`config.mk`:
```
export PLATFORM = sky130hd
export DESIGN_NAME = packet_header_parse_checksum_verify_top
export DESIGN_NICKNAME = d
export VERILOG_FILES = /design/src/design/phcv_pkg.sv /design/src/design/packet_header_parse_checksum_verify_top.sv
export SDC_FILE = /design/constraint.sdc
export NUM_CORES = 1
export LEC_CHECK = 0
export ABC_CLOCK_PERIOD_IN_PS = 5900
export BUFFER_PORTS_ARGS = -buffer_cell sky130_fd_sc_hd__buf_4
export CORE_MARGIN = 3
export CORE_UTILIZATION = 27
export DETAILED_ROUTE_END_ITERATION = 10
export PLACE_DENSITY = 0.4
export SLEW_MARGIN = 30
export SYNTH_ARGS = -nofsm -noshare
export SYNTH_HDL_FRONTEND = slang
export SYNTH_SLANG_ARGS = --single-unit
```
`constraint.sdc`:
```
create_clock -name clock -period 5.9 [get_ports clock]
set_input_delay 0.295 -clock clock [delete_from_list [all_inputs] [get_ports clock]]
set_output_delay 0.295 -clock clock [all_outputs]
set_load 0.01 [all_outputs]
```
`src/design/phcv_pkg.sv`:
```
// Shared types and constants for the packet header parser and checksum checker.
package phcv_pkg;

   localparam int unsigned CountWidth  = 10;
   localparam int unsigned HeaderBytes = 8;
   localparam logic [15:0] SumAllOnes  = 16'hffff;

   typedef struct packed {
      logic [7:0] data_byte;
      logic       last_byte;
   } req_payload_type;

   typedef struct packed {
      logic [3:0]  version;
      logic [1:0]  packet_type;
      logic [9:0]  body_length;
      logic [15:0] received_checksum;
      logic [31:0] sequence_number;
      logic        checksum_ok;
      logic        runt;
      logic        oversize;
   } rsp_payload_type;

endpackage

```
`src/design/packet_header_parse_checksum_verify_top.sv`:
```
// Datagram header capture and ones complement checksum check, one byte per word.
//
//   channel  direction  handshake               payload
//   req      in         req_valid / req_ready   req_data (data_byte, last_byte)
//   rsp      out        rsp_valid / rsp_ready   rsp_data (header fields and verdict)
//
// One byte per cycle while no held result stalls a last byte. A byte waits in the input register and its
// result, if it is the last byte, is written into the output register when that byte advances.
// The checksum update is one 16-bit end-around-carry add per pair of bytes.
// Synchronous active-high reset clears the running state and both valid flags.
// A held result only stalls the input when the byte waiting in the input register is a last.
module packet_header_parse_checksum_verify_top
   import phcv_pkg::*;
#(
   parameter int unsigned MAX_PACKET_BYTES = 512
) (
   input  logic            clock,
   input  logic            reset,
   input  logic            req_valid,
   output logic            req_ready,
   input  req_payload_type req_data,
   output logic            rsp_valid,
   input  logic            rsp_ready,
   output rsp_payload_type rsp_data
);

   localparam logic [CountWidth-1:0] MaxBytes = CountWidth'(MAX_PACKET_BYTES);
   localparam logic [CountWidth-1:0] HdrBytes = CountWidth'(HeaderBytes);

   logic                  in_valid_ff;
   req_payload_type       in_data_ff;
   logic                  rsp_valid_ff;
   rsp_payload_type       rsp_data_ff;

   logic [CountWidth-1:0] cnt_ff,  cnt_in;
   logic [15:0]           sum_ff,  sum_in;
   logic [7:0]            pend_ff, pend_in;
   logic [7:0][7:0]       hdr_ff,  hdr_in;
   logic                  ovf_ff,  ovf_in;

   logic                  advance;
   logic                  take_byte;
   logic [15:0]           operand;
   logic [16:0]           raw_sum;
   logic [15:0]           add_res;
   logic [63:0]           hdr_flat;
   rsp_payload_type       rsp_next;

   assign advance   = in_valid_ff && (!in_data_ff.last_byte || !rsp_valid_ff || rsp_ready);
   assign req_ready = !in_valid_ff || advance;
   assign take_byte = cnt_ff < MaxBytes;

   always_comb begin
      if (take_byte && cnt_ff[0]) begin
         operand = {pend_ff, in_data_ff.data_byte};
      end else if (take_byte) begin
         operand = {in_data_ff.data_byte, 8'h00};
      end else if (cnt_ff[0]) begin
         operand = {pend_ff, 8'h00};
      end else begin
         operand = 16'h0000;
      end
      raw_sum = {1'b0, sum_ff} + {1'b0, operand};
      add_res = raw_sum[15:0] + {15'd0, raw_sum[16]};
   end

   always_comb begin
      cnt_in  = cnt_ff;
      sum_in  = sum_ff;
      pend_in = pend_ff;
      hdr_in  = hdr_ff;
      ovf_in  = ovf_ff;
      if (take_byte) begin
         if (cnt_ff < HdrBytes) begin
            hdr_in[3'd7 - cnt_ff[2:0]] = in_data_ff.data_byte;
         end
         if (cnt_ff[0]) begin
            sum_in = add_res;
         end else begin
            pend_in = in_data_ff.data_byte;
         end
         cnt_in = cnt_ff + CountWidth'(1);
      end else begin
         ovf_in = 1'b1;
      end

      hdr_flat                   = hdr_in;
      rsp_next.version           = hdr_flat[63:60];
      rsp_next.packet_type       = hdr_flat[59:58];
      rsp_next.body_length       = hdr_flat[57:48];
      rsp_next.received_checksum = hdr_flat[47:32];
      rsp_next.sequence_number   = hdr_flat[31:0];
      rsp_next.checksum_ok       = add_res == SumAllOnes;
      rsp_next.runt              = cnt_in < HdrBytes;
      rsp_next.oversize          = ovf_in;
   end

   always_ff @(posedge clock) begin
      if (reset) begin
         in_valid_ff  <= 1'b0;
         rsp_valid_ff <= 1'b0;
         cnt_ff       <= '0;
         sum_ff       <= '0;
         pend_ff      <= '0;
         hdr_ff       <= '0;
         ovf_ff       <= 1'b0;
      end else begin
         if (req_ready) begin
            in_valid_ff <= req_valid;
         end
         if (advance && in_data_ff.last_byte) begin
            rsp_valid_ff <= 1'b1;
         end else if (rsp_ready) begin
            rsp_valid_ff <= 1'b0;
         end
         if (advance) begin
            if (in_data_ff.last_byte) begin
               cnt_ff  <= '0;
               sum_ff  <= '0;
               pend_ff <= '0;
               hdr_ff  <= '0;
               ovf_ff  <= 1'b0;
            end else begin
               cnt_ff  <= cnt_in;
               sum_ff  <= sum_in;
               pend_ff <= pend_in;
               hdr_ff  <= hdr_in;
               ovf_ff  <= ovf_in;
            end
         end
      end
   end

   always_ff @(posedge clock) begin
      if (req_valid && req_ready) begin
         in_data_ff <= req_data;
      end
      if (advance && in_data_ff.last_byte) begin
         rsp_data_ff <= rsp_next;
      end
   end

   assign rsp_valid = rsp_valid_ff;
   assign rsp_data  = rsp_data_ff;

   a_count_bounded: assert property (@(posedge clock) disable iff (reset)
      cnt_ff <= MaxBytes)
      else $error("byte count beyond maximum");

   a_clear_after_last: assert property (@(posedge clock) disable iff (reset)
      advance && in_data_ff.last_byte |=> cnt_ff == '0 && sum_ff == '0 && !ovf_ff)
      else $error("state not cleared after last byte");

   a_runt_excl_oversize: assert property (@(posedge clock) disable iff (reset)
      rsp_valid_ff && rsp_data_ff.oversize |-> !rsp_data_ff.runt)
      else $error("runt and oversize together");

   a_input_held: assert property (@(posedge clock) disable iff (reset)
      in_valid_ff && !advance |=> in_valid_ff && $stable(in_data_ff))
      else $error("input word lost while stalled");

   a_ovf_only_at_max: assert property (@(posedge clock) disable iff (reset)
      ovf_ff |-> cnt_ff == MaxBytes)
      else $error("overflow flagged below maximum");

endmodule
```
==> flow_metrics.tcl <==
set metrics [dict create \
    status "completed" \
    finish.utilization_pct 33.2 \
    worstPathArrival_ns 5.32 \
    placementRows 63 \
    antenna_cells 0 \
    synth-seq-area-share_pct 52.3 \
    synth-async-reset-ratio_pct 0 \
    met2_length_um 11300 \
    synth_compound_area_share_pct 16.4 \
    wl_um 23200 \
    gp_congestion 0.860 \
    startpoint_type "flop" \
    avgSynthCellArea_um2 10.9 \
    grt-ovfl-total 0 \
    layout.nets 849 \
    grt_pass1_wl_um 35500 \
    yosysTopAreaCell "edfxtp_1" \
    critPathKind "flop to flop" \
    worstHoldPathType "primary input to flop" \
    post-dp-hpwl_um 15400 \
    p_total_w 0.00268 \
    power_density_nw_per_um2 271 \
    vias 6128 \
    fin_tns_setup_ns 0 \
    cp_max_fo 16 \
    die_w_um 181 \
    viasPerCell 5.03 \
    fin_ws_ns 0.768 \
    synthTopCellsByArea "edfxtp_1 (28%), dfxtp_1 (25%), mux2_2 (8.8%)" \
    synth.cell_area_um2 8220 \
    grt_use_total_pct 13.9 \
    initial_utilization_pct 27.6 \
    antenna_found_initial 0 \
    synthAdderAreaFrac_pct 3.29 \
    clk_path_buf_depth 2 \
    setup_viol 0 \
    ctsResizeCount 0 \
    synth_enable_flop_cells 76 \
    worstMarginPinSlew_ns 0.871 \
    first_pass_iters 5 \
    dp_slack_ns 0.796 \
    finalCritPeriodShare_pct 87.0 \
    cts_sinks 177 \
    slew_headroom_pct 42.0 \
    ys_ff_latch 177 \
    wl_met1_um 10700 \
    synth_top_area_share_pct 27.7 \
    drv_cap 0 \
    rsz0062_at_grt "false" \
    syn_inst 753 \
    port_buffers 81 \
    fillerInstances 3037 \
    postCtsSetupBuffers 0 \
    drtIter0Drc 375 \
    die_h_um 181 \
    clkTransAtPathRegs_ns 0.08 \
    fp.dieArea_um2 32600 \
    wl_met3_um 709 \
    max_freq_mhz 195 \
    hold_buffers 0 \
    final_cell_mix "nor2_1 (119), dfxtp_1 (101), a22oi_1 (92), buf_4 (91), edfxtp_1 (76)" \
    syn-num-nets 787 \
    ys_warn_count 0 \
    remaining_drc_errors 0 \
    cts_max_level 4 \
    clock_latency_ns 0.44 \
    p_leak_nw 3.81 \
    grt_max_degree 70 \
    layout-drive-gt1-share_pct 26.0 \
    period_needed_ns 5.13 \
    highest_layer "met4" \
    numCtsBuffers 17 \
    hold_viol 0 \
    wl_per_cell_um 19.0 \
    slew_violations 0 \
    cp.required_ns 6.09 \
    skew_ns 0.0182 \
    core_area_um2 29800 \
    ios 82 \
    synth_xor_area_share_pct 3.16 \
    grt_pass1_vias 6094 \
    synth-simple-area-share_pct 12.8 \
    root_buffer "clkbuf_16" \
    ys_types 70 \
    layout_commonest_cell "nor2_1" \
    synthToLayoutAreaGrowth_pct 20.1 \
    ir_drop_uv 156 \
    end_kind "flop" \
    synth_mux_area_share_pct 9.13 \
    synth_top_family_by_area "compound AO/OA/AOI/OAI gates" \
    cts_tree "done" \
    antenna_left 0 \
    synth_flop_cell "dfxtp_1" \
]
## layout make-up
cell class / instances / area [um2] / area share [%]
sequential: 177 / 4300 / 43.6
multi-input combinational: 514 / 3700 / 37.5
timing repair buffer: 92 / 703 / 7.12
tap: 390 / 488 / 4.94
clock buffer: 17 / 425 / 4.31
clock inverter: 15 / 204 / 2.06
inverter: 13 / 48.8 / 0.494
## worst max-delay path: stages, from the launching register on
cell      delay, ns
dfxtp_1        0.68
nor2b_1        0.20
buf_4          0.16
and2_1         0.13
ha_1           0.20
inv_1          0.07
fa_1           0.42
nand2b_2       0.23
a211oi_2       0.34
o211a_1        0.25
o41ai_1        0.11
o21ba_2        0.22
o21bai_1       0.14
ha_1           0.24
ha_1           0.26
inv_1          0.13
nor4_4         0.46
and4bb_2       0.28
o21ai_0        0.18
nand2_1        0.07
and4_1         0.14
## registers in the layout, summed over array words and instances (netlist names)
name,flops
rsp_valid,1
cnt_ff,10
in_data_ff,9
rsp_data,67
in_valid_ff,1
pend_ff,8
sum_ff,16
hdr_ff,64
ovf_ff,1
## metal layers
layer / global-route usage [%] / vias up
li1: - / 2918
met1: 18.2 / 3064
met2: 23.3 / 114
met3: 2.64 / 32
met4: 4.21 / 0
met5: 0 / -
## synthesized netlist by cell type, types with 2 or more instances
cell and instances:
a2111o_1 2, a211oi_1 2, a211oi_2 3, a21o_1 6, a21oi_1 20, a22o_1 8
a22oi_1 92, a31oi_1 4, and2_1 12, and3_1 6, and4_1 2, buf_1 4
buf_2 2, clkbuf_1 43, dfxtp_1 101, edfxtp_1 76, ha_1 20, inv_1 13
mux2_2 64, mux2i_1 3, nand2_1 21, nand2b_1 4, nand3_1 11, nand3b_1 2
nand4_1 5, nor2_1 120, nor2b_1 7, nor3_1 6, nor4_4 2, nor4b_1 2
o211ai_1 3, o21ai_0 15, o21ai_1 3, o21ai_2 2, o311ai_2 2, o31ai_1 2
o41ai_1 2, or2_2 2, or3_1 4, xnor2_1 21, xor2_1 5
## power by group
group	internal [W]	switching, W
Clock	0.000623	0.000583
Combinational	0.0000575	0.000104
Sequential	0.00129	0.0000224
## cell families after synthesis
kind of cell / after synthesis
AND/OR/NAND/NOR: 216
AO/OA/AOI/OAI: 182
flip-flops: 177
multiplexers: 67
buffers and inverters: 62
XOR/XNOR: 28
adder cells (fa/ha/maj): 21
## final timing paths
path / cells after the start / startpoint / end / slack [ns]
worst min register to register: 2 / ovf_ff$_SDFFE_PP0P_ / ovf_ff$_SDFFE_PP0P_ / 0.48
worst max register to register: 20 / cnt_ff[0]$_SDFFE_PP0P_ / rsp_data[2]$_DFFE_PP_ / 0.77
worst min-delay path: 1 / req_data[8] / in_data_ff[8]$_DFFE_PP_ / 0.03
worst max-delay path: 20 / cnt_ff[0]$_SDFFE_PP0P_ / rsp_data[2]$_DFFE_PP_ / 0.77
## through the flow
| step | instance area (um2) | hold slack (ns) | std cells |
|---|---|---|---|
| 2_1_floorplan | 8220 | 0.394 | 753 |
| 3_3_place_gp | 9220 | 0.448 | 1185 |
| 3_5_place_dp | 9240 | 0.463 | 1186 |
| 4_1_cts | 9870 | 0.00978 | 1218 |
| 5_1_grt | 9880 | 0.00716 | 1218 |
| 6_report | 9880 | 0.0303 | 1218 |
Power figures use the tool's default switching activity.
